$ cat src/hdl/pnsc_pkg.sv
`default_nettype none
package pnsc_pkg;

   localparam int CAM_MAX_WIDTH  = 640;
   localparam int CAM_MAX_HEIGHT = 480;
   localparam int FRAME_MAX_DIM  = 4096;
   localparam int STORE_DEPTH    = CAM_MAX_WIDTH * CAM_MAX_HEIGHT;
   localparam int ADDR_W         = 19;
   localparam int QBITS          = 10;

   localparam logic [2:0] CSR_FRAME_WIDTH  = 3'd0;
   localparam logic [2:0] CSR_FRAME_HEIGHT = 3'd1;
   localparam logic [2:0] CSR_CAM_WIDTH    = 3'd2;
   localparam logic [2:0] CSR_CAM_HEIGHT   = 3'd3;
   localparam logic [2:0] CSR_MIX_MODE     = 3'd4;

   localparam logic [1:0] MODE_PASS    = 2'd0;
   localparam logic [1:0] MODE_OVERLAY = 2'd1;
   localparam logic [1:0] MODE_FULL    = 2'd2;

   localparam logic OP_LOAD  = 1'b0;
   localparam logic OP_PIXEL = 1'b1;

   typedef struct packed {
      logic        ready;
      logic [12:0] w;
      logic [12:0] h;
      logic [9:0]  cw;
      logic [8:0]  ch;
      logic [1:0]  mode;
      logic [12:0] ox;
      logic [12:0] oy;
      logic [12:0] ow;
      logic [12:0] oh;
   } geom_type;

   typedef struct packed {
      logic              valid;
      logic              load;
      logic              hit;
      logic [ADDR_W-1:0] addr;
      logic [23:0]       bgr;
      logic [31:0]       screen;
      logic [21:0]       ax;
      logic [21:0]       ay;
      logic [12:0]       dvx;
      logic [12:0]       dvy;
      logic [QBITS-1:0]  qx;
      logic [QBITS-1:0]  qy;
   } item_type;

endpackage
`default_nettype wire

$ cat src/hdl/pnsc_scale_pipe.sv
`default_nettype none
module pnsc_scale_pipe (
   input  wire logic               clock,
   input  wire logic               reset,
   input  wire logic               en,
   input  wire logic               accept,
   input  wire logic               op,
   input  wire logic [18:0]        cam_index,
   input  wire logic [23:0]        cam_bgr,
   input  wire logic [11:0]        pos_x,
   input  wire logic [11:0]        pos_y,
   input  wire logic [31:0]        screen_bgra,
   input  pnsc_pkg::geom_type      geom,
   output pnsc_pkg::item_type      mem_item
);
   import pnsc_pkg::*;

   localparam int LAST = QBITS + 2;

   item_type pipe_ff [0:LAST];
   item_type pipe_in [0:LAST];

   always_comb begin
      item_type    t;
      logic [22:0] dsx, dsy;
      logic [13:0] xe, ye;
      logic        in_frame, in_box, cam_ok;
      logic [19:0] lin;

      xe = {2'b0, pos_x};
      ye = {2'b0, pos_y};
      cam_ok   = (geom.cw != 10'd0) && (geom.ch != 9'd0);
      in_frame = (xe < {1'b0, geom.w}) && (ye < {1'b0, geom.h});
      in_box   = (xe >= {1'b0, geom.ox}) && (xe < ({1'b0, geom.ox} + {1'b0, geom.ow}))
              && (ye >= {1'b0, geom.oy}) && (ye < ({1'b0, geom.oy} + {1'b0, geom.oh}));

      t        = '0;
      t.valid  = accept;
      t.load   = (op == OP_LOAD);
      t.addr   = cam_index;
      t.bgr    = cam_bgr;
      t.screen = screen_bgra;
      t.hit    = (op == OP_PIXEL) && cam_ok && in_frame
              && ((geom.mode == MODE_FULL) || ((geom.mode == MODE_OVERLAY) && in_box));
      if (geom.mode == MODE_FULL) begin
         t.ax  = {10'd0, pos_x};
         t.ay  = {10'd0, pos_y};
         t.dvx = geom.w;
         t.dvy = geom.h;
      end else begin
         t.ax  = 22'(xe - {1'b0, geom.ox});
         t.ay  = 22'(ye - {1'b0, geom.oy});
         t.dvx = geom.ow;
         t.dvy = geom.oh;
      end
      pipe_in[0] = t;

      t = pipe_ff[0];
      t.ax = 22'(t.ax[11:0] * geom.cw);
      t.ay = 22'(t.ay[11:0] * geom.ch);
      pipe_in[1] = t;

      // Restoring division, one quotient bit per stage; quotients stay below 2^QBITS.
      for (int k = 0; k < QBITS; k++) begin
         t   = pipe_ff[1+k];
         dsx = {10'd0, t.dvx} << (QBITS - 1 - k);
         dsy = {10'd0, t.dvy} << (QBITS - 1 - k);
         if ({1'b0, t.ax} >= dsx) begin
            t.ax = t.ax - dsx[21:0];
            t.qx[QBITS-1-k] = 1'b1;
         end
         if ({1'b0, t.ay} >= dsy) begin
            t.ay = t.ay - dsy[21:0];
            t.qy[QBITS-1-k] = 1'b1;
         end
         pipe_in[2+k] = t;
      end

      t   = pipe_ff[LAST-1];
      lin = 20'(t.qy * geom.cw) + {10'd0, t.qx};
      if (!t.load) t.addr = lin[ADDR_W-1:0];
      pipe_in[LAST] = t;
   end

   always_ff @(posedge clock) begin
      if (reset) begin
         for (int i = 0; i <= LAST; i++) pipe_ff[i].valid <= 1'b0;
      end else if (en) begin
         for (int i = 0; i <= LAST; i++) pipe_ff[i] <= pipe_in[i];
      end
   end

   assign mem_item = pipe_ff[LAST];
endmodule
`default_nettype wire

$ cat config.mk
export PLATFORM = sky130hd
export DESIGN_NAME = pnsc_scale_pipe
export DESIGN_NICKNAME = d
export VERILOG_FILES = /design/src/hdl/pnsc_pkg.sv /design/src/hdl/pnsc_scale_pipe.sv
export SDC_FILE = /design/constraint.sdc
export NUM_CORES = 2
export LEC_CHECK = 0
export ABC_AREA = 1
export BUFFER_PORTS_ARGS = -buffer_cell sky130_fd_sc_hd__clkbuf_2
export CAP_MARGIN = 10
export CELL_PAD_IN_SITES_DETAIL_PLACEMENT = 0
export CELL_PAD_IN_SITES_GLOBAL_PLACEMENT = 1
export CORE_ASPECT_RATIO = 0.6
export CORE_MARGIN = 5
export CORE_UTILIZATION = 45
export DETAILED_ROUTE_END_ITERATION = 10
export PLACE_DENSITY = 0.78
export SLEW_MARGIN = 15
export SYNTH_ARGS = -nofsm -noshare
export SYNTH_HDL_FRONTEND = slang
export SYNTH_SLANG_ARGS = --single-unit
$ cat constraint.sdc
create_clock -name clock -period 134.6 [get_ports clock]
set_input_delay 6.73 -clock clock [delete_from_list [all_inputs] [get_ports clock]]
set_output_delay 6.73 -clock clock [all_outputs]
set_load 0.1 [all_outputs]
Word level (Yosys, flattened, before mapping)
Memories as Yosys holds them, arrays and structs flattened.
Index checks and enable logic that the tools add are counted.
{ "op_classes": {"addsub": 25, "mul": 3, "order_cmp": 26, "n_eq_ne": 2, "n_mux": 60, "n_bitwise": 14, "reduce_logical": 12} }
{ "ops": {"columns": ["operator", "n"], "rows": [
  ["2-to-1 mux 22 bit", 20],
  ["2-to-1 mux 70 bit", 1],
  ["greater-or-equal comparator 22 x 13 -> 1 bit", 2],
  ["greater-or-equal comparator 22 x 14 -> 1 bit", 2],
  ["greater-or-equal comparator 22 x 15 -> 1 bit", 2],
  ["greater-or-equal comparator 22 x 16 -> 1 bit", 2],
  ["greater-or-equal comparator 22 x 17 -> 1 bit", 2],
  ["greater-or-equal comparator 22 x 18 -> 1 bit", 2],
  ["greater-or-equal comparator 22 x 19 -> 1 bit", 2],
  ["greater-or-equal comparator 22 x 20 -> 1 bit", 2],
  ["greater-or-equal comparator 22 x 21 -> 1 bit", 2],
  ["greater-or-equal comparator 22 bit", 2],
  ["subtractor 22 x 13 -> 22 bit", 2],
  ["subtractor 22 x 14 -> 22 bit", 2],
  ["subtractor 22 x 15 -> 22 bit", 2],
  ["subtractor 22 x 16 -> 22 bit", 2],
  ["subtractor 22 x 17 -> 22 bit", 2],
  ["subtractor 22 x 18 -> 22 bit", 2],
  ["subtractor 22 x 19 -> 22 bit", 2],
  ["subtractor 22 x 20 -> 22 bit", 2],
  ["subtractor 22 x 21 -> 22 bit", 2],
  ["subtractor 22 bit", 2],
  ["2-to-1 mux 1 bit", 38],
  ["adder 13 x 13 -> 14 bit", 2],
  ["17 further kinds", 41]
]} }
{ "totals": {"reg_bits": 0, "ramBits": 2184, "inputBits": 204, "output_inout_bits": 168, "n_memories": 1} }
{ "mem_list": {"columns": ["memory", "words", "word_bits", "rd", "rd_clocked_by_memory_dff", "write_ports", "line", "source"], "rows": [
  ["pipe_ff", 13, 168, 13, 0, 13, "pnsc_scale_pipe.sv:20", "item_type pipe_ff [0:LAST];"]
]} }

Logic depth before layout (Yosys ltp)
{ "depth": {"ltp_word": 8, "ltp_mapped": 23, "depth_no_buf": 22} }

Worst setup path before layout
No wires, ideal clock.
{ "synth_timing": {"kind": "input-to-reg", "startpoint": "in en", "endpoint": "mem pipe_ff[0][1007] in the netlist's numbering (data pin)", "setup_time_ns": 0.522, "arrival_time_ns": 117.545, "slack_ns": 16.534, "stages": 4, "cell_sequence": "inv_1 > nor2_1 > clkinv_1 > nor2_1"} }
{ "synth_rtl": {"columns": ["element", "line", "source"], "rows": [
  ["from (decl)", "pnsc_scale_pipe.sv:5", "input wire logic en,"],
  ["to (decl)", "pnsc_scale_pipe.sv:20", null]
]} }

==> impl_results.html <==
<table>
<tr><th>Metric</th><th>Value</th></tr>
<tr><th colspan="2">Global routing</th></tr>
<tr><td>Global-route wire length before repair</td><td>314000 um</td></tr>
<tr><td>Total congestion overflow after global routing</td><td>0</td></tr>
<tr><td>Number of antenna violations at the first check in global routing</td><td>4</td></tr>
<tr><td>Pin count of the biggest net entering global routing</td><td>188</td></tr>
<tr><td>Number of global-route vias before repair</td><td>55009</td></tr>
<tr><td>All-layer global routing usage</td><td>17.6%</td></tr>
<tr><th colspan="2">Die</th></tr>
<tr><td>Area enclosed by the die boundary</td><td>226000 sq um</td></tr>
<tr><td>Standard-cell rows</td><td>132</td></tr>
<tr><td>Area of the core</td><td>215000 sq um</td></tr>
<tr><td>Die X</td><td>610 um</td></tr>
<tr><td>Die Ht</td><td>370 um</td></tr>
<tr><td>Initial core utilization</td><td>45.1%</td></tr>
<tr><td># IOs</td><td>372</td></tr>
<tr><th colspan="2">Power and ir drop</th></tr>
<tr><td>Power Density</td><td>16.2 nW/um^2</td></tr>
<tr><td>Lkg Pwr</td><td>44.2 nW</td></tr>
<tr><td>Peak VDD IR</td><td>13.0 uV</td></tr>
<tr><th colspan="2">Clock network</th></tr>
<tr><td>CTS resizes</td><td>0</td></tr>
<tr><td>Clock tree from TritonCTS</td><td>built</td></tr>
<tr><td>Clock buffers created by TritonCTS</td><td>194</td></tr>
<tr><td>Clock Tree Buf Depth</td><td>4</td></tr>
<tr><td>Clock edge transition at the registers on the reported setup and hold paths</td><td>60 ps</td></tr>
<tr><td>Clock Root Buffer</td><td>clkbuf_16</td></tr>
<tr><td>Sink count of the clock tree</td><td>2033</td></tr>
<tr><td>Maximum level of the CTS H-tree</td><td>4</td></tr>
<tr><td>Post-CTS Setup Bufs</td><td>0</td></tr>
<tr><td>Later-pin clock latency in the skew report</td><td>840 ps</td></tr>
<tr><td>Cts hold-fix bufs</td><td>0</td></tr>
<tr><th colspan="2">Critical path</th></tr>
<tr><td>R2R Setup Slk</td><td>128940 ps</td></tr>
<tr><td>Cell type with the highest occurrence count on the critical path</td><td>buf_4</td></tr>
<tr><td>Maximum net fanout on the critical path</td><td>187</td></tr>
<tr><td>Critical path start-end classification</td><td>input pin to flop</td></tr>
<tr><td>Number of cells traversed by the worst register-to-register path</td><td>17</td></tr>
<tr><td>Cells along the critical path</td><td>clkbuf_2 &gt; nor2_4 &gt; buf_4 &gt; buf_12 &gt; buf_4 &gt; buf_4 &gt; buf_4 &gt; buf_4</td></tr>
<tr><td>Required time of the critical path</td><td>135030 ps</td></tr>
<tr><td>Endpoint of the most critical register-to-register path</td><td>pipe_ff[1][836]</td></tr>
<tr><td>Type of element launching the critical path</td><td>input pin</td></tr>
<tr><td>Critical register-to-register path startpoint</td><td>pipe_ff[1][508]</td></tr>
<tr><td>Kind of end point of the critical path</td><td>flop</td></tr>
<tr><td>Maximum single-stage delay on the critical path</td><td>900 ps</td></tr>
<tr><td>Critical Path AT</td><td>12900 ps</td></tr>
<tr><td>Slowest library cell on the worst path</td><td>buf_4</td></tr>
<tr><td>Worst Setup EP</td><td>pipe_ff[0][458]</td></tr>
<tr><td>Critical path origin</td><td>reset</td></tr>
<tr><th colspan="2">Synth</th></tr>
<tr><td>Fraction of registers with async set or reset after synthesis</td><td>0%</td></tr>
<tr><td>Yosys warning total</td><td>0</td></tr>
<tr><td>Portion of synthesized cell area occupied by the leading cell type</td><td>62.9%</td></tr>
<tr><td>Share of the synthesized netlist area taken by xor and xnor gates</td><td>2.83%</td></tr>
<tr><td>Post-synthesis instance area</td><td>97100 sq um</td></tr>
<tr><td>Area share of and/or/nand/nor cells after synthesis</td><td>10.4%</td></tr>
<tr><td>Cells after Synth</td><td>8003</td></tr>
<tr><td>Compound-gate portion of the synthesized area</td><td>5.70%</td></tr>
<tr><td>Unique masters post-synth</td><td>66</td></tr>
<tr><td>Mux contribution to synthesized area</td><td>0%</td></tr>
<tr><td>Leading post-synthesis cells by cell area</td><td>edfxtp_1, ha_1, nand2_1, fa_1, inv_1</td></tr>
<tr><td>Proportion of synthesized chip area in sequential cells</td><td>62.9%</td></tr>
<tr><td>Largest family of logic cells by synthesized area</td><td>adder cells</td></tr>
<tr><td>Avg Inst Size Synth</td><td>12.1 sq um</td></tr>
<tr><td>Yosys reg bits</td><td>2033</td></tr>
<tr><td>Post-synthesis share of cell area spent on full adders, half adders and majority gates</td><td>11.5%</td></tr>
<tr><td>Area leader, netlist</td><td>edfxtp_1</td></tr>
<tr><td>Count of flip-flops with a built-in enable after synthesis</td><td>2033</td></tr>
<tr><td>Predominant post-synthesis flop cell</td><td>edfxtp_1</td></tr>
<tr><td>Nets in the synthesized netlist</td><td>8957</td></tr>
<tr><th colspan="2">Final layout</th></tr>
<tr><td>Register name with the most flops</td><td>pipe_ff</td></tr>
<tr><td>Finished Layout Cells</td><td>11341</td></tr>
<tr><td>End-of-flow core utilization</td><td>49.7%</td></tr>
<tr><td>Final-layout fill cell count</td><td>18768</td></tr>
<tr><td>Share of post-route cells with drive strength above 1</td><td>9.51%</td></tr>
<tr><td>Largest registers</td><td>pipe_ff x2033</td></tr>
<tr><td>Synthesis-to-layout area growth</td><td>10.1%</td></tr>
<tr><td>NumNets Final</td><td>9263</td></tr>
<tr><td>Max reg flops</td><td>2033</td></tr>
<tr><td>Highest-count cells in the layout ignoring fill and taps</td><td>edfxtp_1, nand2_1, inv_1</td></tr>
<tr><td>Most common cell after layout, fill and taps aside</td><td>edfxtp_1</td></tr>
<tr><th colspan="2">STA</th></tr>
<tr><td>Layout Skew</td><td>80.0 ps</td></tr>
<tr><td>Setup total negative slack</td><td>0 ps</td></tr>
<tr><td>Tightest Pin Transition</td><td>1140 ps</td></tr>
<tr><td>Setup violation total in the final timing report</td><td>0</td></tr>
<tr><td>Final Cycle Share</td><td>9.26%</td></tr>
<tr><td>Clock period minus final worst setup slack</td><td>12460 ps</td></tr>
<tr><td>Worst rel slew slack</td><td>23.7%</td></tr>
<tr><td>Achievable Freq</td><td>0.0802 GHz</td></tr>
<tr><td>Count of pins over their slew limit</td><td>0</td></tr>
<tr><td>Final Hold Viols</td><td>0</td></tr>
<tr><td>Setup repair after global routing missed its margin</td><td>false</td></tr>
<tr><th colspan="2">Route</th></tr>
<tr><td>Number of iterations in the first detailed-routing pass</td><td>6</td></tr>
<tr><td>Vias per cell</td><td>4.96</td></tr>
<tr><td>Via count</td><td>56212</td></tr>
<tr><td>Number of design rule violations left after detail routing</td><td>0</td></tr>
<tr><td>Total Routed Length</td><td>199000 um</td></tr>
<tr><td>Average detailed-routed wire length per instance</td><td>17.6 um</td></tr>
<tr><td>Number of DRC markers in iteration 0</td><td>4622</td></tr>
<tr><td>Antenna Violating Nets Remaining</td><td>0</td></tr>
<tr><th colspan="2">Place</th></tr>
<tr><td>Placed cell count</td><td>10994</td></tr>
<tr><td>GPL Wtd Cong</td><td>0.919</td></tr>
<tr><td>Final HPWL from detailed placement</td><td>150000 um</td></tr>
<tr><td>Total of buffers placed on input and output ports</td><td>370</td></tr>
<tr><th colspan="2">Status</th></tr>
<tr><td>Outcome</td><td>finished clean</td></tr>
<tr><th colspan="2">Worst hold path</th></tr>
<tr><td>Path category of the worst min-delay check</td><td>flop to flop</td></tr>
<tr><th colspan="2">Run</th></tr>
<tr><td>Max capacitance violation total</td><td>0</td></tr>
</table>
-- metrics by stage --
step	instance area, sq um	worst slack [ps]	hold WS [ps]	total power, W
global route	107000	121700	366	0.00184
global placement	101000	121490	400	0.00121
CTS	107000	122210	368	0.00175
detailed placement	101000	121310	405	0.00122
floorplan	97100	16530	400	0.00120
finish	107000	122140	373	0.00173
-- synthesized netlist by cell type (30+ instances only) --
cell	number
nand2_1	1531
o21ai_0	341
nor2_1	396
inv_1	1211
o21ai_1	62
edfxtp_1	2033
nand4_1	67
xnor2_1	139
a21o_1	47
nand3_1	195
a21oi_1	376
clkbuf_1	78
or2_2	36
a31oi_1	32
o21bai_1	30
buf_4	177
nor4_1	44
nor3_1	58
xor2_1	175
fa_1	244
ha_1	506
-- layer usage --
layer	track usage [%]	share of wire [%]
met1	28.0	51
met2	25.1	41
met3	2.91	5.5
met4	3.89	2.0
met5	0	0
-- layout make-up --
class / count / area (sq um) / area share (%)
antenna: 2 / 5.00 / 0.00468
clock buffer: 234 / 5030 / 4.70
clock inverter: 111 / 976 / 0.912
inverter: 1223 / 4600 / 4.30
multi-input combinational: 4457 / 29600 / 27.7
sequential: 2033 / 61000 / 57.1
tap: 2881 / 3600 / 3.37
timing repair buffer: 400 / 2090 / 1.95
-- cell families (layout without fill, tap and decap cells) --
logic type | after synthesis | in the layout
simple gates | 2408 | 2408
buf+inv | 1513 | 1968
fa+ha+maj | 750 | 750
xor+xnor | 314 | 314
compound gates | 985 | 985
other cells | 0 | 2
flops | 2033 | 2033
-- report_power, final --
| part | total (W) | switching (W) | leakage [nW] | internal [W] |
|---|---|---|---|---|
| logic | 0.000430 | 0.000277 | 22.2 | 0.000153 |
| registers | 0.000780 | 0.0000225 | 19.0 | 0.000758 |
| clock network | 0.000522 | 0.000230 | 2.92 | 0.000292 |
-- worst min path at each step --
stage,from,to,slack [ps],depth (start not counted)
after floorplan,pipe_ff[0][832],pipe_ff[0][1000],400,0
after CTS,pipe_ff[1][315],pipe_ff[1][483],370,0
final,pipe_ff[0][930],pipe_ff[0][1098],370,0
after detailed placement,pipe_ff[0][859],pipe_ff[0][1027],400,0
after global routing,pipe_ff[0][1312],pipe_ff[1][136],370,0
after global placement,pipe_ff[0][1099],pipe_ff[0][1267],400,0
-- critical path: cells and delay by family --
kind / cells / cell delay (ps)
buffers and inverters: 7 / 5050
and+or+nand+nor: 1 / 550
Power figures use the tool's default switching activity.
