File: src/hdl/pnsc_pkg.sv
`default_nettype none
package pnsc_pkg;

   localparam int CAM_MAX_WIDTH  = 640;
   localparam int CAM_MAX_HEIGHT = 480;
   localparam int FRAME_MAX_DIM  = 4096;
   localparam int STORE_DEPTH    = CAM_MAX_WIDTH * CAM_MAX_HEIGHT;
   localparam int ADDR_W         = 19;
   localparam int QBITS          = 10;

   localparam logic [2:0] CSR_FRAME_WIDTH  = 3'd0;
   localparam logic [2:0] CSR_FRAME_HEIGHT = 3'd1;
   localparam logic [2:0] CSR_CAM_WIDTH    = 3'd2;
   localparam logic [2:0] CSR_CAM_HEIGHT   = 3'd3;
   localparam logic [2:0] CSR_MIX_MODE     = 3'd4;

   localparam logic [1:0] MODE_PASS    = 2'd0;
   localparam logic [1:0] MODE_OVERLAY = 2'd1;
   localparam logic [1:0] MODE_FULL    = 2'd2;

   localparam logic OP_LOAD  = 1'b0;
   localparam logic OP_PIXEL = 1'b1;

   typedef struct packed {
      logic        ready;
      logic [12:0] w;
      logic [12:0] h;
      logic [9:0]  cw;
      logic [8:0]  ch;
      logic [1:0]  mode;
      logic [12:0] ox;
      logic [12:0] oy;
      logic [12:0] ow;
      logic [12:0] oh;
   } geom_type;

   typedef struct packed {
      logic              valid;
      logic              load;
      logic              hit;
      logic [ADDR_W-1:0] addr;
      logic [23:0]       bgr;
      logic [31:0]       screen;
      logic [21:0]       ax;
      logic [21:0]       ay;
      logic [12:0]       dvx;
      logic [12:0]       dvy;
      logic [QBITS-1:0]  qx;
      logic [QBITS-1:0]  qy;
   } item_type;

endpackage
`default_nettype wire

File: src/hdl/pnsc_geom.sv
`default_nettype none
module pnsc_geom (
   input  wire logic              clock,
   input  wire logic              reset,
   input  wire logic              csr_we,
   input  wire logic [2:0]        csr_index,
   input  wire logic [12:0]       csr_wdata,
   output pnsc_pkg::geom_type     geom
);
   import pnsc_pkg::*;

   typedef enum logic [3:0] {
      ST_M_GO, ST_OH_GO, ST_OH_WAIT, ST_OW_GO, ST_OW_WAIT, ST_CLAMP, ST_POS, ST_DONE
   } state_type;

   logic [12:0] fw_ff, fh_ff;
   logic [9:0]  cwr_ff;
   logic [8:0]  chr_ff;
   logic [1:0]  mode_ff;
   state_type   state_ff;

   logic [19:0] dq_ff;
   logic [12:0] dr_ff;
   logic [12:0] dd_ff;
   logic [4:0]  dcnt_ff;

   logic [6:0]  m_ff;
   logic [10:0] moh_ff;
   logic [19:0] owp_ff, ohp_ff;
   logic [12:0] ow_ff, oh_ff, ox_ff, oy_ff;

   logic [12:0] w_eff, h_eff, min_wh;
   logic [9:0]  cw_eff;
   logic [8:0]  ch_eff;
   logic [10:0] ow0;
   logic [13:0] trial;
   logic [19:0] prod_oh, prod_ow;
   logic [25:0] m_prod, moh_prod;
   logic signed [14:0] lim_w, lim_h, pos_x, pos_y;

   function automatic logic [12:0] eff_dim(input logic [12:0] v);
      logic [12:0] d;
      d = v;
      if (v < 13'd2) d = 13'd2;
      if (v > 13'(FRAME_MAX_DIM)) d = 13'(FRAME_MAX_DIM);
      return {d[12:1], 1'b0};
   endfunction

   // max(2, min(v, lim)) with a possibly negative limit
   function automatic logic [12:0] clamp2(input logic [19:0] v,
                                          input logic signed [14:0] lim);
      logic [12:0] r;
      if (lim < 15'sd2) r = 13'd2;
      else if (v > 20'(lim)) r = lim[12:0];
      else if (v < 20'd2) r = 13'd2;
      else r = v[12:0];
      return r;
   endfunction

   always_comb begin
      w_eff  = eff_dim(fw_ff);
      h_eff  = eff_dim(fh_ff);
      min_wh = (w_eff < h_eff) ? w_eff : h_eff;
      cw_eff = (cwr_ff > 10'(CAM_MAX_WIDTH)) ? 10'(CAM_MAX_WIDTH) : cwr_ff;
      ch_eff = (chr_ff > 9'(CAM_MAX_HEIGHT)) ? 9'(CAM_MAX_HEIGHT) : chr_ff;
      ow0    = (w_eff[12:2] < 11'd2) ? 11'd2 : w_eff[12:2];
      trial  = {dr_ff, dq_ff[19]};
      prod_oh = 20'(ow0 * ch_eff);
      prod_ow = 20'(moh_ff * cw_eff);
      // Division by 60 and by 3 as reciprocal products, exact for sizes up to 4096.
      m_prod   = 26'(min_wh) * 26'd4370;
      moh_prod = 26'(h_eff) * 26'd2731;
      lim_w  = $signed({2'b0, w_eff}) - $signed({7'b0, m_ff, 1'b0});
      lim_h  = $signed({2'b0, h_eff}) - $signed({7'b0, m_ff, 1'b0});
      pos_x  = $signed({2'b0, w_eff}) - $signed({2'b0, ow_ff}) - $signed({8'b0, m_ff});
      pos_y  = $signed({2'b0, h_eff}) - $signed({2'b0, oh_ff}) - $signed({8'b0, m_ff});
   end

   always_ff @(posedge clock) begin
      if (reset) begin
         fw_ff    <= 13'd1920;
         fh_ff    <= 13'd1080;
         cwr_ff   <= 10'd640;
         chr_ff   <= 9'd480;
         mode_ff  <= MODE_PASS;
         state_ff <= ST_M_GO;
         dcnt_ff  <= '0;
      end else begin
         if ((dcnt_ff != 5'd0) && ((state_ff == ST_OH_WAIT) || (state_ff == ST_OW_WAIT))) begin
            if (trial >= {1'b0, dd_ff}) begin
               dr_ff <= 13'(trial - {1'b0, dd_ff});
               dq_ff <= {dq_ff[18:0], 1'b1};
            end else begin
               dr_ff <= trial[12:0];
               dq_ff <= {dq_ff[18:0], 1'b0};
            end
            dcnt_ff <= dcnt_ff - 5'd1;
         end
         if (csr_we) begin
            case (csr_index)
               CSR_FRAME_WIDTH:  fw_ff   <= csr_wdata;
               CSR_FRAME_HEIGHT: fh_ff   <= csr_wdata;
               CSR_CAM_WIDTH:    cwr_ff  <= csr_wdata[9:0];
               CSR_CAM_HEIGHT:   chr_ff  <= csr_wdata[8:0];
               CSR_MIX_MODE:     mode_ff <= csr_wdata[1:0];
               default: ;
            endcase
            state_ff <= ST_M_GO;
         end else begin
            case (state_ff)
               ST_M_GO: begin
                  m_ff   <= (m_prod[24:18] < 7'd16) ? 7'd16 : m_prod[24:18];
                  moh_ff <= (moh_prod[23:13] < 11'd2) ? 11'd2 : moh_prod[23:13];
                  state_ff <= ST_OH_GO;
               end
               ST_OH_GO: begin
                  dq_ff <= prod_oh; dd_ff <= {3'd0, cw_eff}; dr_ff <= '0; dcnt_ff <= 5'd20;
                  state_ff <= ST_OH_WAIT;
               end
               ST_OH_WAIT: begin
                  if (dcnt_ff == 5'd0) begin
                     if (dq_ff > {9'd0, moh_ff}) begin
                        ohp_ff   <= {9'd0, moh_ff};
                        state_ff <= ST_OW_GO;
                     end else begin
                        ohp_ff   <= dq_ff;
                        owp_ff   <= {9'd0, ow0};
                        state_ff <= ST_CLAMP;
                     end
                  end
               end
               ST_OW_GO: begin
                  dq_ff <= prod_ow; dd_ff <= {4'd0, ch_eff}; dr_ff <= '0; dcnt_ff <= 5'd20;
                  state_ff <= ST_OW_WAIT;
               end
               ST_OW_WAIT: begin
                  if (dcnt_ff == 5'd0) begin
                     owp_ff   <= dq_ff;
                     state_ff <= ST_CLAMP;
                  end
               end
               ST_CLAMP: begin
                  ow_ff    <= clamp2(owp_ff, lim_w);
                  oh_ff    <= clamp2(ohp_ff, lim_h);
                  state_ff <= ST_POS;
               end
               ST_POS: begin
                  ox_ff    <= (pos_x < 15'sd0) ? 13'd0 : pos_x[12:0];
                  oy_ff    <= (pos_y < 15'sd0) ? 13'd0 : pos_y[12:0];
                  state_ff <= ST_DONE;
               end
               ST_DONE: state_ff <= ST_DONE;
               default: state_ff <= ST_M_GO;
            endcase
         end
      end
   end

   always_comb begin
      geom.ready = (state_ff == ST_DONE);
      geom.w     = w_eff;
      geom.h     = h_eff;
      geom.cw    = cw_eff;
      geom.ch    = ch_eff;
      geom.mode  = mode_ff;
      geom.ox    = ox_ff;
      geom.oy    = oy_ff;
      geom.ow    = ow_ff;
      geom.oh    = oh_ff;
   end
endmodule
`default_nettype wire

File: config.mk
export PLATFORM = sky130hd
export DESIGN_NAME = pnsc_geom
export DESIGN_NICKNAME = d
export VERILOG_FILES = /design/src/hdl/pnsc_pkg.sv /design/src/hdl/pnsc_geom.sv
export SDC_FILE = /design/constraint.sdc
export NUM_CORES = 1
export LEC_CHECK = 0
export BUFFER_PORTS_ARGS = -buffer_cell sky130_fd_sc_hd__buf_2
export CORE_MARGIN = 4
export CORE_UTILIZATION = 40
export CTS_CLUSTER_DIAMETER = 150
export DETAILED_ROUTE_END_ITERATION = 10
export PLACE_DENSITY = 0.64
export SLEW_MARGIN = 20
export SYNTH_ARGS = -nofsm -noshare
export SYNTH_HDL_FRONTEND = slang
export SYNTH_SLANG_ARGS = --single-unit
File: constraint.sdc
create_clock -name clock -period 11.36 [get_ports clock]
set_input_delay 1.704 -clock clock [delete_from_list [all_inputs] [get_ports clock]]
set_output_delay 1.704 -clock clock [all_outputs]
set_load 0.02 [all_outputs]
Yosys cells after proc, flatten, opt, wreduce, memory -nomap -nowiden
Cells that the tools add are included.
{"block": "op_classes", "addsub": 8, "n_mul": 4, "n_lt_le_gt_ge": 20, "n_eq_ne": 14, "n_mux": 33, "bitwise": 2, "reduce_logical": 23}
{"op": "$mux 13", "count": 13}
{"op": "$mux 20", "count": 5}
{"op": "$pmux 20 s2", "count": 2}
{"op": "$gt 20x20->1", "count": 2}
{"op": "$lt 20x2->1 const B", "count": 2}
{"op": "$lt 15x1->1 const B", "count": 2}
{"op": "$sub 14x8->15", "count": 2}
{"op": "$lt 14x3->1 const B", "count": 2}
{"op": "$pmux 4 s7", "count": 1}
{"op": "$sub 13x13->14", "count": 2}
{"op": "$sub 13x8->14", "count": 2}
{"op": "$gt 13x13->1 const B", "count": 2}
{"op": "$lt 13x2->1 const B", "count": 2}
{"op": "$pmux 13 s2", "count": 1}
{"op": "$mul 13x12->24 const B", "count": 1}
{"op": "$mul 12x12->23 const B", "count": 1}
{"op": "$lt 11x2->1 const B", "count": 2}
{"op": "$mux 11", "count": 2}
{"op": "$gt 20x11->1", "count": 1}
{"op": "$mul 11x10->20", "count": 1}
{"op": "$mul 11x9->20", "count": 1}
{"op": "$eq 4x3->1 const B", "count": 4}
{"op": "$mux 5", "count": 3}
{"op": "$ge 14x13->1", "count": 1}
{"op": "other kinds (31)", "count": 47}
{"block": "totals", "reg_bits": 212, "inputBits": 19, "output_inout_bits": 100, "wordCells": 123}

Longest topological paths before layout
Gate-level depths: netlist of the first run.
{"block": "logic_depth", "ltp_word": 8, "mapped_depth": 30, "mapped_depth_nobuf": 27}

Worst setup path after synthesis of the first run
OpenSTA, ideal clock, no wires.
{"block": "synth_timing", "path_type": "register -> register", "start": "register fh_ff[12]", "end": "register m_ff[0], data pin", "setup_time_ns": 0.255, "arrival_time_ns": 6.342, "required_time_ns": 11.105, "slack_ns": 4.763, "stages_incl_launch_ff": 28, "n_path_buf": 2, "period_less_slack_ns": 6.597, "path_cell_list": "dfxtp_1 -> buf_2 -> nor2b_1 -> inv_1 -> ha_1 -> nand4_1 -> or2_2 -> a311oi_1 -> nor2_1 -> clkbuf_1 -> o21ai_0 -> ha_1 -> ha_1 -> inv_1 -> fa_1 -> inv_1 -> ha_1 -> ha_1 -> a21o_1 -> a211oi_1 -> o21bai_1 -> a21oi_1 -> o21ai_0 -> a221o_1 -> a21oi_1 -> xnor2_1 -> nand4b_2 -> and3_1"}
{"item": "start, declared", "line": "pnsc_geom.sv:16", "source": "logic [12:0] fw_ff, fh_ff;"}
{"item": "start signal, assigned", "line": "pnsc_geom.sv:102", "source": "CSR_FRAME_HEIGHT: fh_ff <= csr_wdata;"}
{"item": "end signal, assigned", "line": "pnsc_geom.sv:112", "source": "m_ff <= (m_prod[24:18] < 7'd16) ? 7'd16 : m_prod[24:18];"}
{"item": "end, declared", "line": "pnsc_geom.sv:27", "source": "logic [6:0] m_ff;"}

Worst setup path in the final report of the first run
{"block": "layout_timing", "start": "register fh_ff[12]", "end": "register m_ff[0], data pin"}
{"block": "layout_between", "elab_chain_len": 7, "word_cells_on_any_way": 8, "classes_between": "mul: 1; order compare: 4; mux: 3"}
{"item": "$lt 13x2->1", "line": "pnsc_geom.sv:44", "source": "if (v < 13'd2) d = 13'd2;"}
{"item": "$mux 13", "line": "pnsc_geom.sv:44"}
{"item": "$mux 13 *", "line": "pnsc_geom.sv:45", "source": "if (v > 13'(FRAME_MAX_DIM)) d = 13'(FRAME_MAX_DIM);"}
{"item": "$lt 13x13->1", "line": "pnsc_geom.sv:63", "source": "min_wh = (w_eff < h_eff) ? w_eff : h_eff;"}
{"item": "$mux 13 *", "line": "pnsc_geom.sv:63"}
{"item": "$mul 13x12->24 *", "line": "pnsc_geom.sv:71", "source": "m_prod = 26'(min_wh) * 26'd4370;"}
{"item": "$lt 7x5->1", "line": "pnsc_geom.sv:112"}
Mark *: on every way between the ends. The rest lies on a longest branch, timed or not.
A chain may end at the register's enable or synchronous reset.

==> results_dict.tcl, run 1 <==
set metrics [dict create \
    status "complete, no violations" \
    final-seq-area_sq_mm 0.005655 \
    grt_pass1_wl_um 109000 \
    start_kind "register" \
    die_y_um 252.7 \
    yosysUniqueCellTypes 82 \
    drive_above_1_share_pct 8.665 \
    maxCapViolations 0 \
    slew_viol_final 0 \
    path_class "reg2reg" \
    drc_errors 0 \
    post_drt_wl_per_cell_um 19.14 \
    drt_iter0_markers 1286 \
    cp.arrival_ps 8020 \
    dr.pass1.iters 6 \
    multi_input_area_sq_mm 0.01642 \
    dr_wl_met2_um 30970 \
    synthFlopType "edfxtp_1" \
    post_cts_resized 0 \
    rsz0062_at_grt "no" \
    num-nets-final 3336 \
    htreeDepth 1 \
    hold_violations 0 \
    clock_path_buffers 3 \
    pin_count 119 \
    antenna_found_initial 2 \
    synth_top_area_share_pct 19.18 \
    grt_overflow_total 0 \
    synthMostInstantiatedCell "inv_1" \
    cellLeakagePower_uw 0.01289 \
    top_layer_used "met4" \
    clock_latency_ps 590 \
    design_area_sq_mm 0.02636 \
    pre_cts_ws_ps 3399 \
    grt_pass1_vias 19620 \
    vias_per_cell 5.381 \
    synth_seq_cells 206 \
    setup-violations-final 0 \
    ant_nets 0 \
    yosysTopAreaCell "edfxtp_1" \
    required_ps 11690 \
    cts_tree "yes" \
    clock.fmax_mhz 129.9 \
    hold_buffers 0 \
    clk_pin_slew_worst_paths_ps 60 \
    core_region_area_sq_mm 0.05913 \
    port_buffers 116 \
    fin_skew_ps 18.54 \
    period_share_pct 67.75 \
    dpl.hpwl_um 53890 \
    worstSetupEndpointType "register" \
    mappedNetlistArea_sq_mm 0.02396 \
    ys_top_cells_by_area "edfxtp_1 19%, ha_1 19%, fa_1 16%, inv_1 6.5%, nand2_1 5.3%" \
    placed_area_sq_mm 0.02538 \
    yosysWarnings 0 \
    ctsRootBufferMaster "clkbuf_16" \
    groute.usage.overall_pct 21.42 \
    yosysSeqAreaShare_pct 23.61 \
    min_period_ps 7696 \
    grt_max_degree 49 \
    wl_met1_um 30900 \
    die_w_um 252.7 \
    powerDensity_mw_per_mm2 122.3 \
    setup_slack_ps 3664 \
    start_util_pct 40.52 \
    worst_slew_pin_slew_ps 1098 \
    area_growth_pct 10.04 \
    ys_async_sr_fraction_pct 0 \
    synthCells 2689 \
    hp-class "reg2reg" \
    ir_drop_mv 0.09877 \
    post-cts-setup-buffer-count 0 \
    rows 89 \
    fill_cells 5706 \
    place_congestion 0.9322 \
    worst-path-max-fanout 23 \
    synth_common_cells "415 x inv_1, 359 x ha_1, 338 x nand2_1" \
    synth_edf_count 153 \
    fin_setup_tns_ps 0 \
    vias 19210 \
    routed_wl_um 68310 \
    clock-sinks 206 \
    route.met3.wl_um 4409 \
    max_slew_margin_pct 26.66 \
    fp.dieArea_sq_mm 0.06387 \
    cts_buffers 28 \
    postSynthAreaPerCell_sq_um 8.909 \
]
==> worst max-delay path: stages (launching register included) <==
cell and delay, ps:
dfxtp_1 550, nor2b_1 870, inv_1 290, ha_1 400
nand4_1 90, or2_2 290, a311oi_1 470, nor2_2 280
o21ai_0 470, ha_1 340, ha_1 280, inv_1 40
fa_1 480, inv_1 50, ha_1 290, ha_1 330
a21o_1 220, a211oi_1 240, o21bai_1 100, a21oi_1 180
o21ai_0 120, a221o_1 340, a21oi_1 150, xnor2_1 120
nand4b_2 250, and3_1 200
==> placed cells by master (no fill, tap or decap), types with 10 or more instances in the layout <==
cell / count
and3_1: 52
buf_4: 25
inv_1: 414
buf_2: 116
nand2b_1: 20
a21o_1: 50
o211ai_1: 10
o21a_1: 13
clkbuf_16: 28
ha_1: 359
dfxtp_1: 53
a211oi_1: 37
and2_1: 65
o21ai_0: 87
nor2_1: 145
xnor2_1: 80
nor3_1: 40
mux2_2: 15
xor2_1: 37
nand2_1: 338
nor2b_1: 33
conb_1: 11
or2_2: 17
a21oi_1: 133
fa_1: 186
nand3_1: 42
nand4_1: 19
a31oi_1: 23
o21bai_1: 12
mux2i_1: 22
nor4_1: 26
clkinv_1: 13
edfxtp_1: 153
==> layer usage <==
| metal | global-route usage, % | up-vias |
|---|---|---|
| met1 | 29.77 | 9303 |
| li1 | - | 9186 |
| met2 | 35.17 | 590 |
| met5 | 0 | - |
| met3 | 3.252 | 127 |
| met4 | 5.595 | 0 |
==> sequential cells by signal, summed over array words and instances (netlist names) <==
name,count
chr_ff,9
cwr_ff,10
dcnt_ff,5
dd_ff,10
dq_ff,20
dr_ff,13
fh_ff,12
fw_ff,12
m_ff,7
mode_ff,2
moh_ff,11
oh_ff,13
ohp_ff,20
ow_ff,13
owp_ff,20
ox_ff,13
oy_ff,13
state_ff,3
==> where the power goes <==
| part | leakage, uW | switching (uW) | internal [uW] | total (uW) |
|---|---|---|---|---|
| combinational | 0.0106 | 815 | 576 | 1390 |
| clock | 0.000461 | 364 | 549 | 913 |
| sequential | 0.00182 | 61.6 | 859 | 920 |
==> kinds of logic (layout without fill, tap and decap cells) <==
logic type               count (synthesis)  in the layout  share of synthesized area [%]
adder cells (fa/ha/maj)                545            545                          34.29
other                                    1             14                        0.01565
multiplexers                            37             37                          1.624
XOR/XNOR                               117            117                          4.277
AO/OA/AOI/OAI                          426            426                          11.31
AND/OR/NAND/NOR                        834            834                          16.62
flip-flops                             206            206                          23.61
buffers and inverters                  523            617                          8.252
==> cell type report <==
cell class	instances	area share, %
Clock buffer	39	2.966
Tap cell	773	3.669
Clock inverter	12	0.6217
Antenna cell	3	0.02848
Inverter	425	6.051
Multi-Input combinational cell	1970	62.30
Timing Repair Buffer	141	2.914
Sequential cell	206	21.45
==> path summary, 6_finish.rpt <==
check             slack, ps                    from  cells past startpoint                endpoint
hold reg to reg         460  chr_ff[3]$_SDFFE_PP0P_                      2  chr_ff[3]$_SDFFE_PP0P_
hold / removal          460  chr_ff[3]$_SDFFE_PP0P_                      2  chr_ff[3]$_SDFFE_PP0P_
setup reg to reg       3660  fh_ff[12]$_SDFFE_PP0P_                     25   m_ff[0]$_SDFFCE_PN0P_
setup / recovery       3660  fh_ff[12]$_SDFFE_PP0P_                     25   m_ff[0]$_SDFFCE_PN0P_
==> per-stage QoR <==
| stage | hold slack (ps) | power [uW] | util, % | instances |
|---|---|---|---|---|
| after global routing | 473.3 | 3478 | 44.57 | 3566 |
| after CTS | 459.0 | 3245 | 44.53 | 3566 |
| after floorplan | 436.6 | 1941 | - | 2699 |
| after global placement | 446.7 | 2285 | 42.93 | 3515 |
| after detailed placement | 449.0 | 2300 | 42.93 | 3515 |
| final | 458.4 | 3224 | 44.58 | 3569 |
No activity file was read; power rests on OpenSTA's default activity.
==> run 2, diff against run 1 <==
Clock period 11.36 ns to 7.46 ns, I/O delays scaled along.
==> run 2 against run 1 <==
Flip-flop and latch count unchanged. Global-route usage about the same. Non-clock buffer count increased by 27. Critical path depth decreased by 3. Final cell count increased by 0.73%. Combinational power increased by 53%. First-iteration DRC count increased by 10%. Sequential power increased by 51%. Critical path type unchanged. Largest power group unchanged. Highest routed layer unchanged.
==> results_dict.tcl, run 2 (same netlist as run 1, synthesis figures left out) <==
set metrics [dict create \
    required_ps 7850 \
    p_sw_uw 1892 \
    antenna_found_initial 2 \
    grt_max_degree 49 \
    maxCapViolations 0 \
    status "complete, no violations" \
    grt_pass1_wl_um 108900 \
    multi_input_area_sq_mm 0.01642 \
    num-nets-final 3363 \
    holdCritStartpoint "chr_ff[3]$_SDFFE_PP0P_" \
    post_cts_resized 0 \
    drt_iter0_markers 1415 \
    swShare_pct 38.17 \
    rows 89 \
    min_path_cells 2 \
    reg.largest.list "dq_ff (20), ohp_ff (20), owp_ff (20)" \
    r2r_end "dq_ff[19]$_DFFE_PN_" \
    clock.fmax_mhz 144.8 \
    final_core_util_pct 44.99 \
    setup-violations-final 0 \
    cellLeakagePower_uw 0.01303 \
    start_util_pct 40.52 \
    htreeDepth 1 \
    area_growth_pct 11.05 \
    die_y_um 252.7 \
    dr.pass1.iters 5 \
    grt_overflow_total 0 \
    r2r_setup_slack_ps 550 \
    seq_power_share_pct 28.1 \
    placed_area_sq_mm 0.02560 \
    internal_power_uw 3063 \
    port_buffers 116 \
    vias_per_cell 5.399 \
    post-cts-setup-buffer-count 0 \
    rsz0062_at_grt "no" \
    cts_tree "yes" \
    worst_slew_pin_slew_ps 1033 \
    routed_wl_um 68860 \
    clock_latency_ps 570 \
    powerDensity_mw_per_mm2 186.2 \
    post_drt_wl_per_cell_um 19.15 \
    fin_setup_tns_ps 0 \
    fp.dieArea_sq_mm 0.06387 \
    reg2regPathDepth 22 \
    r2r_start "cwr_ff[0]$_SDFFE_PP0P_" \
    fill_cells 5654 \
    min_period_ps 6907 \
    hold_violations 0 \
    max_slew_margin_pct 31.16 \
    clkPwrFrac_pct 29.1 \
    clock-sinks 206 \
    design_area_sq_mm 0.02660 \
    place_congestion 0.9659 \
    period_share_pct 92.58 \
    final_cell_mix "414 x inv_1, 359 x ha_1, 338 x nand2_1, 186 x fa_1, 153 x edfxtp_1" \
    cts_buffers 28 \
    path_class "reg2reg" \
    cp.arrival_ps 7300 \
    groute.usage.overall_pct 21.38 \
    hp-class "reg2reg" \
    ctsRootBufferMaster "clkbuf_16" \
    drive_above_1_share_pct 9.784 \
    hold_buffers 0 \
    fin_skew_ps 13.47 \
    core_region_area_sq_mm 0.05913 \
    clock_path_buffers 3 \
    die_w_um 252.7 \
    clk_pin_slew_worst_paths_ps 60 \
    final_common_cell "inv_1" \
    pin_count 119 \
    start_kind "register" \
    final-seq-area_sq_mm 0.005655 \
    vias 19410 \
    worstSetupEndpointType "register" \
    worst-path-max-fanout 14 \
    grt_pass1_vias 19630 \
    ir_drop_mv 0.1657 \
    combPwrFrac_pct 42.8 \
    ant_nets 0 \
    hold_end "chr_ff[3]$_SDFFE_PP0P_" \
    dpl.hpwl_um 54700 \
    slew_viol_final 0 \
    drc_errors 0 \
]
-- run 2: cell count changes in the layout (fill, tap and decap cells not counted), sizes merged --
cell,delta
clkbuf,-9
bufinv,+2
inv,+3
clkinvlp,+3
diode,-2
buf,+27
clkinv,+2
-- run 2: worst max path at each step --
stage | from | end
2_1_floorplan | fh_ff[12]$_SDFFE_PP0P_ | m_ff[0]$_SDFFCE_PN0P_
3_3_place_gp | cwr_ff[0]$_SDFFE_PP0P_ | dq_ff[19]$_DFFE_PN_
3_5_place_dp | cwr_ff[4]$_SDFFE_PP0P_ | dq_ff[19]$_DFFE_PN_
4_1_cts | cwr_ff[4]$_SDFFE_PP0P_ | dq_ff[19]$_DFFE_PN_
5_1_grt | cwr_ff[4]$_SDFFE_PP0P_ | dq_ff[19]$_DFFE_PN_
6_report | cwr_ff[0]$_SDFFE_PP0P_ | dq_ff[19]$_DFFE_PN_
-- run 2: final cells by class --
type / instances / share of cell area (%)
multi-input cells: 1970 / 61.72
repair buffers: 168 / 3.650
diodes: 1 / 0.009406
well taps: 773 / 3.635
inverters: 425 / 5.996
clock inverters: 22 / 1.068
clock buffers: 30 / 2.662
flip-flops and latches: 206 / 21.26
-- run 2: through the flow --
step	power, uW	hold WS (ps)	instances	setup WS, ps
2_1_floorplan	2956	436.6	2699	863.3
3_3_place_gp	3461	445.9	3542	626.9
3_5_place_dp	3498	451.5	3542	549.2
4_1_cts	4975	459.8	3594	495.3
5_1_grt	5326	477.8	3594	97.76
6_report	4955	460.6	3595	553.2
-- run 2: routing by layer --
metal | vias to the layer above | part of all wire, % | GRT usage, %
li1 | 9242 | - | -
met1 | 9500 | 46 | 30.26
met2 | 550 | 46 | 35.31
met3 | 119 | 5.3 | 2.243
met4 | 0 | 2.8 | 5.374
met5 | - | 0 | 0
-- run 2: worst max-delay path: stages (launching register included) --
cell and delay [ps]:
dfxtp_1 400, nor3_1 280, a21boi_0 150, o21ai_2 390, and2_1 490, nand2_1 150
fa_1 560, inv_1 60, fa_1 520, fa_1 440, fa_1 530, fa_1 490
ha_1 360, a21o_1 190, a21oi_1 230, nor2b_1 80, a211oi_1 280, a211o_1 210
nor2_1 50, a211oi_1 260, o21ai_0 180, xnor2_1 150, a311oi_1 260
-- run 2: power by group through the flow --
stage	Clock [uW]	Sequential (uW)	Combinational (uW)
after floorplan	0	1350	1600
after global placement	0	1410	2050
after detailed placement	0	1410	2090
after CTS	1470	1390	2120
after global routing	1510	1390	2420
final	1440	1390	2120
==> run 3, diff against run 2 <==
Settings changed: CTS_BUF_LIST set to sky130_fd_sc_hd__clkbuf_4 sky130_fd_sc_hd__clkbuf_8, REMOVE_ABC_BUFFERS set to 1.
==> run 3 against run 2 <==
Fmax down 1.8%. Global-route usage down 0.25 points. Non-clock buffer count up 3. Worst setup slack worse by 130 ps. Via count up 0.21%. Hold slack better by 1.4 ps. Critical endpoint is now m_ff[0]$_SDFFCE_PN0P_. Final cell count up 0.72%. Die area unchanged. Critical path depth up 5.
==> results_dict.tcl, run 3 (same netlist as run 1, synthesis figures left out) <==
set metrics [dict create \
    status "complete, no violations" \
    fp.dieArea_sq_mm 0.06387 \
    setup-violations-final 0 \
    start_util_pct 40.52 \
    fin_setup_tns_ps 0 \
    routed_wl_um 68080 \
    core_region_area_sq_mm 0.05913 \
    start_kind "register" \
    place_congestion 0.9138 \
    clock-sinks 206 \
    powerDensity_mw_per_mm2 183.0 \
    cts_buffers 41 \
    port_buffers 116 \
    setup_slack_ps 424.7 \
    vias_per_cell 5.372 \
    worst_slew_pin_slew_ps 1009 \
    pin_count 119 \
    slew_viol_final 0 \
    reg.largest.list "dq_ff (20), ohp_ff (20), owp_ff (20)" \
    rsz0062_at_grt "no" \
    final_common_cell "inv_1" \
    cellLeakagePower_uw 0.01305 \
    cts_tree "yes" \
    dp.cells 3545 \
    grt_max_degree 49 \
    power_uw 4860 \
    groute.usage.overall_pct 21.13 \
    clk_pin_slew_worst_paths_ps 60 \
    drive_above_1_share_pct 10.61 \
    r2r_setup_slack_ps 420 \
    drt_iter0_markers 1438 \
    worstSetupEndpointType "register" \
    post-cts-setup-buffer-count 0 \
    num-nets-final 3379 \
    vias 19450 \
    pre_cts_ws_ps 241.9 \
    die_y_um 252.7 \
    rows 89 \
    fin_skew_ps 24.12 \
    hp-class "reg2reg" \
    drc_errors 0 \
    min_period_ps 7035 \
    finish.cell_count_without_fillers 3621 \
    ant_nets 0 \
    period_share_pct 94.31 \
    clock_latency_ps 590 \
    final_cell_mix "414 x inv_1, 359 x ha_1, 338 x nand2_1, 186 x fa_1, 153 x edfxtp_1" \
    area_growth_pct 10.89 \
    antenna_found_initial 1 \
    grt_pass1_vias 19720 \
    whs_ps 462.0 \
    hold_violations 0 \
    ctsRootBufferMaster "clkbuf_8" \
    clock.fmax_mhz 142.1 \
    clock_path_buffers 3 \
    die_w_um 252.7 \
    path_class "reg2reg" \
    required_ps 7810 \
    maxCapViolations 0 \
    htreeDepth 2 \
    cp.arrival_ps 7380 \
    max_slew_margin_pct 32.19 \
    post_drt_wl_per_cell_um 18.80 \
    grt_pass1_wl_um 107600 \
    worst-path-max-fanout 14 \
    ir_drop_mv 0.1373 \
    grt_overflow_total 0 \
    dpl.hpwl_um 54090 \
    dr.pass1.iters 5 \
]
[run 3: cell types whose count changed in the layout (fill, tap and decap cells not counted), sizes merged]
cell / before / now
buf: 168 / 171
bufinv: 5 / 6
clkbuf: 30 / 51
clkinv: 20 / 24
clkinvlp: 3 / 4
inv: 419 / 415
[run 3: worst paths after layout]
| kind | from | endpoint | cells after the start |
|---|---|---|---|
| max | fh_ff[12]$_SDFFE_PP0P_ | m_ff[0]$_SDFFCE_PN0P_ | 27 |
| max reg2reg | fh_ff[12]$_SDFFE_PP0P_ | m_ff[0]$_SDFFCE_PN0P_ | 27 |
| min | chr_ff[3]$_SDFFE_PP0P_ | chr_ff[3]$_SDFFE_PP0P_ | 2 |
| min reg2reg | chr_ff[3]$_SDFFE_PP0P_ | chr_ff[3]$_SDFFE_PP0P_ | 2 |
[run 3: metrics by stage]
stage / cell area (sq um) / utilization (%)
finish: 26570 / 44.93
global route: 26570 / 44.93
CTS: 26540 / 44.88
detailed placement: 25610 / 43.31
global placement: 25610 / 43.31
floorplan: 23610 / -
[run 3: layer usage]
metal / wire (um) / GRT usage, % / up-vias
li1: - / - / 9272
met1: 30130 / 28.28 / 9423
met2: 31460 / 35.00 / 610
met3: 4136 / 3.571 / 146
met4: 2353 / 6.966 / 0
met5: 0 / 0 / -
[run 3: repair_timing]
item	4_1_cts	5_1_grt
hold buffers	0	0
resized for setup	0	4
setup endpoints to repair	0	2
[run 3: final cells by class]
type	instances	area (sq um)
multi-input cells	1970	16430
flip-flops and latches	206	5655
clock inverters	24	274.0
clock buffers	51	651.9
fillers	5721	32570
repair buffers	171	993.5
well taps	773	967.2
diodes	1	2.502
inverters	425	1595
[run 3: worst max-delay path, cell delays in order, from the launching register on]
cell	delay, ps
dfxtp_1	520
clkinv_1	440
nand2_1	240
ha_1	280
a211o_1	320
o2111ai_1	100
a32oi_1	180
nor2_1	540
buf_4	290
nand2_1	70
o21ai_0	90
ha_1	300
ha_1	280
inv_1	50
fa_1	490
inv_1	50
ha_1	300
ha_1	330
a21o_1	230
a211oi_1	240
o21bai_1	110
a21oi_1	150
o21ai_0	80
a221o_1	320
a21oi_1	170
xnor2_1	140
nand4b_2	260
and3_1	190
[run 3: where the power goes]
part	switching (uW)	leakage, uW	internal [uW]
clock network	554	0.000474	788
logic	1240	0.0108	884
registers	87.8	0.00182	1310
